==> src/sv/sad_pkg.sv <==
`timescale 1ns / 1ps
// sad_pkg: shared sizes, command and status codes and cell operations
// for the shifting array deque; no dependencies
package sad_pkg;

  localparam int DEPTH     = 16;
  localparam int ELEM_BITS = 32;

  localparam int CNT_W = $clog2(DEPTH + 1);
  localparam int IDX_W = (DEPTH > 1) ? $clog2(DEPTH) : 1;

  // fixed port widths
  localparam int CMD_W    = 4;
  localparam int VAL_W    = 32;
  localparam int ST_W     = 2;
  localparam int CNT_OUT_W = 5;

  localparam logic [CMD_W-1:0] CMD_PUSH_FRONT = 4'd0;
  localparam logic [CMD_W-1:0] CMD_PUSH_BACK  = 4'd1;
  localparam logic [CMD_W-1:0] CMD_POP_FRONT  = 4'd2;
  localparam logic [CMD_W-1:0] CMD_POP_BACK   = 4'd3;
  localparam logic [CMD_W-1:0] CMD_POLL_FRONT = 4'd4;
  localparam logic [CMD_W-1:0] CMD_POLL_BACK  = 4'd5;
  localparam logic [CMD_W-1:0] CMD_GET_FIRST  = 4'd6;
  localparam logic [CMD_W-1:0] CMD_GET_LAST   = 4'd7;
  localparam logic [CMD_W-1:0] CMD_PEEK_FIRST = 4'd8;
  localparam logic [CMD_W-1:0] CMD_PEEK_LAST  = 4'd9;
  localparam logic [CMD_W-1:0] CMD_RM_FIRST   = 4'd10;
  localparam logic [CMD_W-1:0] CMD_RM_LAST    = 4'd11;
  localparam logic [CMD_W-1:0] CMD_CONTAINS   = 4'd12;
  localparam logic [CMD_W-1:0] CMD_CLEAR      = 4'd13;

  localparam logic [ST_W-1:0] ST_OK    = 2'd0;
  localparam logic [ST_W-1:0] ST_EMPTY = 2'd1;
  localparam logic [ST_W-1:0] ST_NULL  = 2'd2;
  localparam logic [ST_W-1:0] ST_FULL  = 2'd3;

  typedef logic [ELEM_BITS-1:0] elem_t;

  typedef enum logic [2:0] {
    OP_HOLD,
    OP_LOAD,
    OP_TAKE_LOWER,
    OP_TAKE_UPPER,
    OP_CLEAR
  } cell_op_t;

endpackage

==> src/sv/sad_cell.sv <==
`timescale 1ns / 1ps
// sad_cell: one element cell of the deque, shifts to or from its neighbours
// depends on sad_pkg
module sad_cell
  import sad_pkg::*;
(
  input  logic     clk,
  input  logic     rst_n,
  input  cell_op_t op,
  input  elem_t    new_val,
  input  elem_t    lower_val,
  input  elem_t    upper_val,
  input  elem_t    target,
  output elem_t    elem,
  output logic     hit
);

  elem_t elem_r;
  elem_t elem_nxt;

  always_comb begin
    case (op)
      OP_LOAD:       elem_nxt = new_val;
      OP_TAKE_LOWER: elem_nxt = lower_val;
      OP_TAKE_UPPER: elem_nxt = upper_val;
      OP_CLEAR:      elem_nxt = '0;
      default:       elem_nxt = elem_r;
    endcase
  end

  always_ff @(posedge clk) begin
    if (!rst_n) begin
      elem_r <= '0;
    end else begin
      elem_r <= elem_nxt;
    end
  end

  // null never sits in a live cell, so a null target never matches
  assign hit  = (target != '0) && (elem_r == target);
  assign elem = elem_r;

endmodule

==> src/sv/shifting_array_deque.sv <==
`timescale 1ns / 1ps
// shifting_array_deque: bounded double-ended queue built from a row of cells
// depends on sad_pkg and sad_cell
//
//  channel  | ports                                   | handshake
//  ---------+-----------------------------------------+------------------------
//  command  | in_cmd, in_item_value                   | start, busy
//  result   | out_value, out_found, out_status,       | out_strobe, one cycle
//           | out_count, out_is_empty                 |
//
// one command word is taken in every cycle; busy stays low
// the word is executed at the accepting edge: all cells compare against the
// target in parallel and shift in the same edge, so the result word shows on
// the result ports in the next cycle, marked by out_strobe for that cycle only
// reset clears every cell to null and the count to zero
// the receiver cannot stall, so nothing is ever held back
module shifting_array_deque
  import sad_pkg::*;
(
  input  logic                 clk,
  input  logic                 rst_n,
  input  logic                 start,
  output logic                 busy,
  input  logic [CMD_W-1:0]     in_cmd,
  input  logic [VAL_W-1:0]     in_item_value,
  output logic                 out_strobe,
  output logic [VAL_W-1:0]     out_value,
  output logic                 out_found,
  output logic [ST_W-1:0]      out_status,
  output logic [CNT_OUT_W-1:0] out_count,
  output logic                 out_is_empty
);

  // ---------------------------------------------------------------- state
  logic [CNT_W-1:0] held_r;
  logic [CNT_W-1:0] held_nxt;

  logic                 out_strobe_r;
  logic [VAL_W-1:0]     out_value_r;
  logic                 out_found_r;
  logic [ST_W-1:0]      out_status_r;
  logic [CNT_OUT_W-1:0] out_count_r;
  logic                 out_is_empty_r;

  logic accept;

  // ---------------------------------------------------------------- cell row
  elem_t            cell_q   [DEPTH];
  cell_op_t         cell_op  [DEPTH];
  logic [DEPTH-1:0] hits;
  elem_t            val;
  logic [63:0]      val_wide;

  // incoming word cut or padded to element width
  assign val_wide = 64'(in_item_value);
  assign val      = val_wide[ELEM_BITS-1:0];

  for (genvar g = 0; g < DEPTH; g++) begin : g_cell
    elem_t lower_v;
    elem_t upper_v;
    if (g == 0) begin : g_first
      assign lower_v = '0;
    end else begin : g_mid_lo
      assign lower_v = cell_q[g-1];
    end
    // past the top cell everything is null, so a removal pulls in zero
    if (g == DEPTH - 1) begin : g_last
      assign upper_v = '0;
    end else begin : g_mid_hi
      assign upper_v = cell_q[g+1];
    end
    sad_cell u_cell (
      .clk       (clk),
      .rst_n     (rst_n),
      .op        (cell_op[g]),
      .new_val   (val),
      .lower_val (lower_v),
      .upper_val (upper_v),
      .target    (val),
      .elem      (cell_q[g]),
      .hit       (hits[g])
    );
  end

  // ---------------------------------------------------------------- search
  logic             any_hit;
  logic [DEPTH-1:0] first_mask;   // at or above the first match
  logic [DEPTH-1:0] last_mask;    // at or above the last match
  logic [DEPTH-1:0] live;         // cells below the count
  logic [IDX_W-1:0] back_idx;
  logic [CNT_W-1:0] held_dec;
  elem_t            front_elem;
  elem_t            back_elem;

  assign any_hit = |hits;

  always_comb begin
    logic acc_lo;
    logic acc_hi;
    acc_lo = 1'b0;
    acc_hi = 1'b0;
    for (int k = 0; k < DEPTH; k++) begin
      acc_lo        = acc_lo | hits[k];
      first_mask[k] = acc_lo;
      live[k]       = CNT_W'(k) < held_r;
    end
    // a cell sits at or above the last match when no match lies above it
    for (int k = DEPTH - 1; k >= 0; k--) begin
      last_mask[k] = any_hit & ~acc_hi;
      acc_hi       = acc_hi | hits[k];
    end
  end

  assign held_dec   = held_r - 1'b1;
  assign back_idx   = held_dec[IDX_W-1:0];
  assign front_elem = cell_q[0];
  assign back_elem  = cell_q[back_idx];

  // ---------------------------------------------------------------- decode
  elem_t            res_val;
  logic             res_found;
  logic [ST_W-1:0]  res_status;
  logic             go_push_front;
  logic             go_push_back;
  logic             go_remove;
  logic             go_clear;
  logic [DEPTH-1:0] rm_mask;

  always_comb begin
    res_val       = '0;
    res_found     = 1'b0;
    res_status    = ST_OK;
    held_nxt      = held_r;
    go_push_front = 1'b0;
    go_push_back  = 1'b0;
    go_remove     = 1'b0;
    go_clear      = 1'b0;
    rm_mask       = '0;
    unique case (in_cmd)
      CMD_PUSH_FRONT, CMD_PUSH_BACK: begin
        // null is refused before the full check
        if (val == '0) begin
          res_status = ST_NULL;
        end else if (held_r == CNT_W'(DEPTH)) begin
          res_status = ST_FULL;
        end else begin
          res_found     = 1'b1;
          held_nxt      = held_r + 1'b1;
          go_push_front = (in_cmd == CMD_PUSH_FRONT);
          go_push_back  = (in_cmd == CMD_PUSH_BACK);
        end
      end
      CMD_POP_FRONT, CMD_POP_BACK, CMD_POLL_FRONT, CMD_POLL_BACK: begin
        if (held_r == '0) begin
          // strict pop reports an error, soft poll quietly returns null
          if (in_cmd == CMD_POP_FRONT || in_cmd == CMD_POP_BACK) begin
            res_status = ST_EMPTY;
          end
        end else begin
          res_found = 1'b1;
          held_nxt  = held_dec;
          go_remove = 1'b1;
          if (in_cmd == CMD_POP_BACK || in_cmd == CMD_POLL_BACK) begin
            res_val = back_elem;
            for (int k = 0; k < DEPTH; k++) begin
              rm_mask[k] = (CNT_W'(k) == held_dec);
            end
          end else begin
            res_val = front_elem;
            rm_mask = '1;
          end
        end
      end
      CMD_GET_FIRST, CMD_GET_LAST, CMD_PEEK_FIRST, CMD_PEEK_LAST: begin
        if (held_r == '0) begin
          if (in_cmd == CMD_GET_FIRST || in_cmd == CMD_GET_LAST) begin
            res_status = ST_EMPTY;
          end
        end else if (in_cmd == CMD_GET_LAST || in_cmd == CMD_PEEK_LAST) begin
          res_val = back_elem;
        end else begin
          res_val = front_elem;
        end
      end
      CMD_RM_FIRST, CMD_RM_LAST: begin
        if (any_hit) begin
          res_found = 1'b1;
          held_nxt  = held_dec;
          go_remove = 1'b1;
          rm_mask   = (in_cmd == CMD_RM_LAST) ? last_mask : first_mask;
        end
      end
      CMD_CONTAINS: begin
        res_found = any_hit;
      end
      CMD_CLEAR: begin
        go_clear = 1'b1;
        held_nxt = '0;
      end
      default: begin
        // unused codes leave everything alone
      end
    endcase
  end

  // per-cell operation; nothing moves unless a word is taken
  always_comb begin
    for (int k = 0; k < DEPTH; k++) begin
      cell_op[k] = OP_HOLD;
      if (accept) begin
        if (go_clear) begin
          cell_op[k] = OP_CLEAR;
        end else if (go_push_front) begin
          if (k == 0) begin
            cell_op[k] = OP_LOAD;
          end else if (CNT_W'(k) <= held_r) begin
            cell_op[k] = OP_TAKE_LOWER;
          end
        end else if (go_push_back) begin
          if (CNT_W'(k) == held_r) begin
            cell_op[k] = OP_LOAD;
          end
        end else if (go_remove && rm_mask[k] && live[k]) begin
          cell_op[k] = OP_TAKE_UPPER;
        end
      end
    end
  end

  // ---------------------------------------------------------------- result
  logic [63:0] res_wide;
  logic [31:0] cnt_wide;

  assign accept   = start && !busy;
  assign res_wide = 64'(res_val);
  assign cnt_wide = 32'(held_nxt);

  always_ff @(posedge clk) begin
    if (!rst_n) begin
      held_r       <= '0;
      out_strobe_r <= 1'b0;
    end else begin
      out_strobe_r <= accept;
      if (accept) begin
        held_r <= held_nxt;
      end
    end
  end

  always_ff @(posedge clk) begin
    if (accept) begin
      out_value_r    <= res_wide[VAL_W-1:0];
      out_found_r    <= res_found;
      out_status_r   <= res_status;
      out_count_r    <= cnt_wide[CNT_OUT_W-1:0];
      out_is_empty_r <= (held_nxt == '0);
    end
  end

  assign busy         = 1'b0;
  assign out_strobe   = out_strobe_r;
  assign out_value    = out_value_r;
  assign out_found    = out_found_r;
  assign out_status   = out_status_r;
  assign out_count    = out_count_r;
  assign out_is_empty = out_is_empty_r;

  // ---------------------------------------------------------------- checks
  a_held_bound : assert property (@(posedge clk) disable iff (!rst_n)
    held_r <= CNT_W'(DEPTH))
    else $error("element count beyond capacity");

  a_one_result : assert property (@(posedge clk) disable iff (!rst_n)
    accept |=> out_strobe)
    else $error("accepted word gave no result");

  a_no_spurious : assert property (@(posedge clk) disable iff (!rst_n)
    !accept |=> !out_strobe)
    else $error("result without a command");

  a_full_keeps : assert property (@(posedge clk) disable iff (!rst_n)
    (out_strobe && out_status == ST_FULL) |-> held_r == CNT_W'(DEPTH))
    else $error("full refusal with room left");

  a_found_moves : assert property (@(posedge clk) disable iff (!rst_n)
    (accept && res_found && go_remove) |=> held_r == $past(held_dec))
    else $error("removal did not shrink the count");

endmodule

==> config.mk <==
export PLATFORM = sky130hd
export DESIGN_NAME = shifting_array_deque
export DESIGN_NICKNAME = d
export VERILOG_FILES = /design/src/sv/sad_pkg.sv /design/src/sv/sad_cell.sv /design/src/sv/shifting_array_deque.sv
export SDC_FILE = /design/constraint.sdc
export NUM_CORES = 2
export LEC_CHECK = 0
export ABC_AREA = 0
export BUFFER_PORTS_ARGS = -buffer_cell sky130_fd_sc_hd__buf_2
export CELL_PAD_IN_SITES_DETAIL_PLACEMENT = 1
export CELL_PAD_IN_SITES_GLOBAL_PLACEMENT = 1
export CORE_MARGIN = 3
export CORE_UTILIZATION = 46
export CTS_CLUSTER_SIZE = 30
export DETAILED_ROUTE_END_ITERATION = 10
export PLACE_DENSITY_LB_ADDON = 0.12
export SLEW_MARGIN = 20
export SYNTH_ARGS = -nofsm -noshare
export SYNTH_HDL_FRONTEND = slang
export SYNTH_SLANG_ARGS = --single-unit
==> constraint.sdc <==
create_clock -name clk -period 4.2 [get_ports clk]
set_clock_uncertainty 0.05 [all_clocks]
set_input_delay 1.05 -clock clk [delete_from_list [all_inputs] [get_ports clk]]
set_output_delay 1.05 -clock clk [all_outputs]
set_load 0.02 [all_outputs]
# After elaboration in Yosys (flattened, before gate mapping)
# Index checks and enable logic that the tools add are counted.
# Widths: inputs -> output; s select.
[totals]
inputBits = 39
wordCells = 487
reg_bits = 559
output_inout_bits = 43
[classes]
n_eq_ne = 124
n_addsub = 2
reduce_logical = 81
bitwise = 60
muxes = 165
n_lt_le_gt_ge = 32
[op_table]
columns = ["operator", "n"]
rows = [
  ["$pmux 32 s4", 14],
  ["$eq 32x32->1", 16],
  ["$mux 3", 64],
  ["$mux 32", 6],
  ["$pmux 32 s3", 2],
  ["$bmux 32 s4", 1],
  ["$eq 3x2->1 const B", 32],
  ["$eq 4x5->1 const A", 16],
  ["$mux 2", 33],
  ["$mux 16", 4],
  ["$pmux 32 s2", 1],
  ["$reduce_bool 4->1", 14],
  ["$eq 3x1->1 const B", 16],
  ["$eq 3x3->1 const B", 16],
  ["$logic_and 1x1->1", 48],
  ["$eq 3x5->1 const A", 8],
  ["$le 4x5->1 const A", 8],
  ["$lt 4x5->1 const A", 8],
  ["$logic_not 32->1", 1],
  ["$pmux 16 s2", 1],
  ["$reduce_bool 32->1", 1],
  ["$mux 1", 31],
  ["$or 1x1->1", 29],
  ["$eq 4x4->1 const B", 6],
  ["other kinds (30)", 88],
]

# Depth between registers and ports, before layout
[depth]
depth_word = 31
ltp_mapped = 17
mapped_depth_nobuf = 13

# Cells and area by module
# Synthesis repeated with hierarchy kept, for this count alone.
[unflattened]
cells_unflattened = 4669
area_unflattened_um2 = 44462.6
[modules_own_cells]
columns = ["module", "area_per_inst_um2", "cells_each", "seq_area_each_um2", "instances"]
rows = [
  ["sad_cell", 2306.0, 250, 640.6, 16],
  ["shifting_array_deque", 7567.3, 669, 1351.3, 1],
]

# Least setup slack after synthesis
# No wires, ideal clock.
[synth_path]
kind = "input-to-reg"
from = "input in_item_value[15]"
to = "register g_cell[11].u_cell.elem_r[10]"
path_buffers = 4
setup_time_ps = 66
setup_slack_ps = 2
required_time_ps = 4084
stages = 15
t_arrival_ps = 4082
cell_sequence = "buf_2 clkbuf_1 xor2_1 nor4_1 nand4_1 nor3_1 and4bb_1 and3_4 or4_4 a41o_1 nand3_2 buf_6 buf_12 o221ai_2 a21oi_2"
[synth_between]
elab_chain_len = 25
elab_cells_between_ends = 73
cone_classes = "eq/ne (20); mux (15); bitwise (16); reduce/logical (22)"
[synth_rtl]
columns = ["element", "line_no", "source"]
rows = [
  ["from (decl)", "shifting_array_deque.sv:25", "input logic [VAL_W-1:0] in_item_value,"],
  ["$eq 32x32->1 or $reduce_bool 32->1 (tied branches)", "sad_cell.sv:40", "assign hit = (target != '0) && (elem_r == target);"],
  ["$logic_and 1x1->1", "sad_cell.sv:40", ""],
  ["$or 1x1->1 (11 in a row)", "shifting_array_deque.sv:103", "acc_lo = acc_lo | hits[k];"],
  ["$mux 16", "shifting_array_deque.sv:190", "rm_mask = (in_cmd == CMD_RM_LAST) ? last_mask : first_mask;"],
  ["$mux 16", "shifting_array_deque.sv:186", "if (any_hit) begin"],
  ["$pmux 16 s2", "shifting_array_deque.sv:139", "unique case (in_cmd)"],
  ["$logic_and 1x1->1 (2 in a row)", "shifting_array_deque.sv:223", "end else if (go_remove && rm_mask[k] && live[k]) begin"],
  ["$mux 2", "shifting_array_deque.sv:223", ""],
  ["$mux 3", "shifting_array_deque.sv:219", "end else if (go_push_back) begin"],
  ["$mux 3 (*)", "shifting_array_deque.sv:213", "end else if (go_push_front) begin"],
  ["$mux 3 (*)", "shifting_array_deque.sv:211", "if (go_clear) begin"],
  ["$mux 3 (*)", "shifting_array_deque.sv:210", "if (accept) begin"],
  ["$eq 3x3->1 (tied with other cells)", "sad_cell.sv:22", "case (op)"],
  ["$pmux 32 s4 or $reduce_bool 4->1 (tied branches)", "n/a", ""],
  ["to (signal assigned)", "sad_cell.sv:35", "elem_r <= elem_nxt;"],
  ["to (decl)", "sad_cell.sv:18", "elem_t elem_r;"],
]
# Mark *: on every way between the ends. The rest lies on a longest branch, timed or not.
# A chain may end at the register's enable or synchronous reset.

# Worst setup path in the final report
[layout_path]
from = "input in_item_value[25]"
to = "register g_cell[6].u_cell.elem_r[23]"
[layout_between]
elab_chain_len = 24
elab_cells_between_ends = 73
cone_classes = "eq/ne (20); mux (15); bitwise (16); reduce/logical (22)"
[layout_rtl]
columns = ["element", "line_no", "source"]
rows = [
  ["$eq 32x32->1 or $reduce_bool 32->1 (tied branches)", "sad_cell.sv:40", ""],
  ["$logic_and 1x1->1", "sad_cell.sv:40", ""],
  ["$or 1x1->1 (8 in a row)", "shifting_array_deque.sv:110", "acc_hi = acc_hi | hits[k];"],
  ["$not 1->1", "shifting_array_deque.sv:109", "last_mask[k] = any_hit & ~acc_hi;"],
  ["$and 1x1->1", "shifting_array_deque.sv:109", ""],
  ["$mux 16", "shifting_array_deque.sv:190", ""],
  ["$mux 16", "shifting_array_deque.sv:186", ""],
  ["$pmux 16 s2", "shifting_array_deque.sv:139", ""],
  ["$logic_and 1x1->1 (2 in a row)", "shifting_array_deque.sv:223", ""],
  ["$mux 2", "shifting_array_deque.sv:223", ""],
  ["$mux 3", "shifting_array_deque.sv:219", ""],
  ["$mux 3 (*)", "shifting_array_deque.sv:213", ""],
  ["$mux 3 (*)", "shifting_array_deque.sv:211", ""],
  ["$mux 3 (*)", "shifting_array_deque.sv:210", ""],
  ["$eq 3x3->1 (tied with other cells)", "sad_cell.sv:22", ""],
  ["$pmux 32 s4 or $reduce_bool 4->1 (tied branches)", "n/a", ""],
  ["to (signal assigned)", "sad_cell.sv:35", ""],
  ["to (decl)", "sad_cell.sv:18", ""],
]
# Marked as above.

==> results.cfg <==
[detailed_routing]
drt-initial-drc-count = 7958
antenna_left = 0
drt_first_pass_iters = 11
wirelength_mm = 273
dr_total_vias = 48800
wl_per_cell_um = 42.2
drc_errors = 0
via_per_inst = 7.53

[cts]
cts.path.max_buffers = 3
cts_tree = yes
cts-root-buf = clkbuf_16
clkLatencyLatePin_ns = 0.71
clock_sinks = 559
ctsHoldBuffers = 0
cts.clk_slew.worst_paths_ns = 0.06
ctsHtreeMaxLevel = 3
cts_made_buffers = 72

[timing]
setup_slack_ns = -0.384
relSlewSlack_pct = -2.31
min_period_over_period_pct = 109
worst_pin_slew_ns = 1.53
finalHoldViolCount = 0
rsz0062_at_grt = yes
finalSetupViolCount = 513
fmax_ghz = 0.218
fin_crit_ns = 4.58
drv_slew = 7

[synthesis]
yosys.area.top_type_share_pct = 25.5
synth-async-reset-ratio_pct = 0
yosysSeqAreaShare_pct = 28.6
ys_ff_latch = 559
syn_avg_cell_area_um2 = 9.21
synth_commonest_cells = mux2i_1 (583), dfxtp_1 (518), xor2_1 (512)
synth_cell_types = 95
yosysMostFrequentCell = mux2i_1
synth_ff_type = dfxtp_1
yosys-top-cells-area = dfxtp_1 (26%), mux2i_1 (14%), xor2_1 (11%), mux4_2 (7.8%), nor4_1 (3.2%)
yosysWarnings = 0
syn-num-nets = 4460
synthCells = 4413
synth_top_area_cell = dfxtp_1
synth_edf_count = 41
syn_area_um2 = 40600

[global_routing]
grt_pass1_vias = 46100
gr-usage-all-layers_pct = 54.5
grt_max_degree = 85
grt_pass1_wl_mm = 357
antenna_found_initial = 32
grt.overflow.total = 0

[critical_path]
critPathLaunch = in_item_value[25]
worstPathArrival_ns = 5.09
critPathMaxFanout = 12
r2r_start = g_cell[8].u_cell.elem[6]
slowest_stage = nor4_1
crit_path_start_kind = input port
critPathRequiredTime_ns = 4.71
path_cells = clkbuf_4 > nor4_1 > nand4_1 > nor2_4 > buf_12 > buf_12 > nor3_2 > buf_4 > buf_4 > buf_4 > or4_4 > o31a_1 > o21ai_4 > o21a_4 > buf_4 > buf_8 > nor2_1 > a211oi_1 > a211oi_1
crit_top_cell = buf_4
end_kind = register
critPathKind = input port to register
slowest_delay_ns = 0.50

[run_status]
violations = capacitance limit, slew limit, setup timing
status = complete, but fails checks

[worst_hold_path]
hold_class = register to register
hp-start = g_cell[12].u_cell.elem[31]

[placement]
post-place-ws_ns = -1.24
hpwl_mm = 191
port-buffer-count = 80
gp_congestion = 1.10
dp.cells = 6206
placed_area_um2 = 50200

[layout]
multi_input_area_um2 = 28500
ff_latch_area_um2 = 11600
final_nets = 5297
final_cells = 6483
syn_to_final_growth_pct = 38.8
design_area_um2 = 56400
fillCellCount = 9413
layout-drive-gt1-share_pct = 35.1

[die]
core_um2 = 87200
pin_count = 82
rows = 108
die_w_um = 303
dieArea_um2 = 91900
start_util_pct = 46.6
die_h_um = 303

[pwr]
power.leakage_nw = 23.8
power_per_cell_area_nw_per_um2 = 283
ir_drop_mv = 0.346

[run]
drv_cap = 1
## through the flow
stage / utilization (%) / TNS [ns] / power [mW] / hold slack (ns)
after floorplan: - / 0 / 7.36 / 0.442
after global placement: 57.6 / -594.76 / 8.99 / 0.482
after detailed placement: 57.6 / -492.72 / 9.05 / 0.490
after CTS: 61.5 / -1.69 / 15.5 / 0.500
after global routing: 64.6 / -145.20 / 16.1 / 0.525
final: 64.7 / -107.52 / 16.0 / 0.506
## worst max-delay path: cells and delay by family
| family | cells | cell delay (ns) |
|---|---|---|
| compound gates | 5 | 1.21 |
| simple gates | 6 | 1.51 |
| buf+inv | 8 | 1.27 |
## power breakdown
group          switching [mW]  leakage, nW  internal (mW)  total [mW]
combinational            2.31         18.1           1.38        3.70
clock                    2.86         1.17           3.73        6.60
sequential              0.177         4.61           5.50        5.68
total                    5.35         23.8           10.6        16.0
## what timing repair did
item | CTS | global route
gates resized for setup | 127 | 301
cloned | 6 | 25
setup buffers | 26 | 82
pin swaps | 29 | 81
endpoints found under the setup margin | 480 | 485
## cells in the final DEF, fill, tap and decap left out, drive strengths merged, types with 23 or more instances in the layout
master	Yosys	layout
nor2	275	275
nand2	248	248
o21ai	184	184
a211oi	78	78
nor3	71	71
o31a	27	27
a21oi	209	209
nor4	223	223
o221ai	88	88
and2	45	45
o221a	28	28
dfxtp	518	518
a22o	32	32
edfxtp	41	41
mux4	141	141
a221oi	42	42
o2bb2ai	62	62
a31oi	39	39
o22ai	136	136
a222oi	57	57
or3	23	23
nand4	47	47
clkbuf	239	132
xor2	512	512
buf	242	1217
mux2i	583	583
nand3	34	34
## registers in the layout, indices dropped and copies added (netlist names)
register            flops
g_cell.u_cell.elem    512
out_value              32
held_r                  5
out_count               5
out_status              2
out_found               1
out_is_empty            1
out_strobe              1
## worst paths after layout
path                                     end  cells past startpoint  slack, ns
hold / removal    g_cell[12].u_cell.elem[31]                      1       0.51
setup / recovery   g_cell[6].u_cell.elem[23]                     19      -0.38
setup reg to reg   g_cell[8].u_cell.elem[13]                     19      -0.10
hold reg to reg   g_cell[12].u_cell.elem[31]                      1       0.51
## cells by family after synthesis
family / synth area share (%)
compound gates: 18.8
simple gates: 12.7
mux: 22.4
flops: 28.6
xor+xnor: 11.2
buf+inv: 6.10
fa+ha+maj: 0.246
other cells: 0.00923
## layout make-up
type                    instances  area share, %
multi-input cells            3354           50.6
inverters                      19          0.135
flip-flops and latches        559           20.6
well taps                    1155           2.56
repair buffers               1244           21.9
clock inverters                24          0.375
clock buffers                 106           3.82
diodes                         22         0.0976
## per-layer routing
layer / track usage (%) / part of all wire [%] / vias to the layer above / routed length [um]
met5: 0 / 0.18 / - / 495
met4: 47.7 / 12 / 32 / 32800
met3: 19.1 / 15 / 1774 / 40200
met2: 78.8 / 40 / 4559 / 109000
met1: 64.0 / 33 / 24000 / 90700
li1: - / - / 18500 / -
No activity file was read; power rests on OpenSTA's default activity.
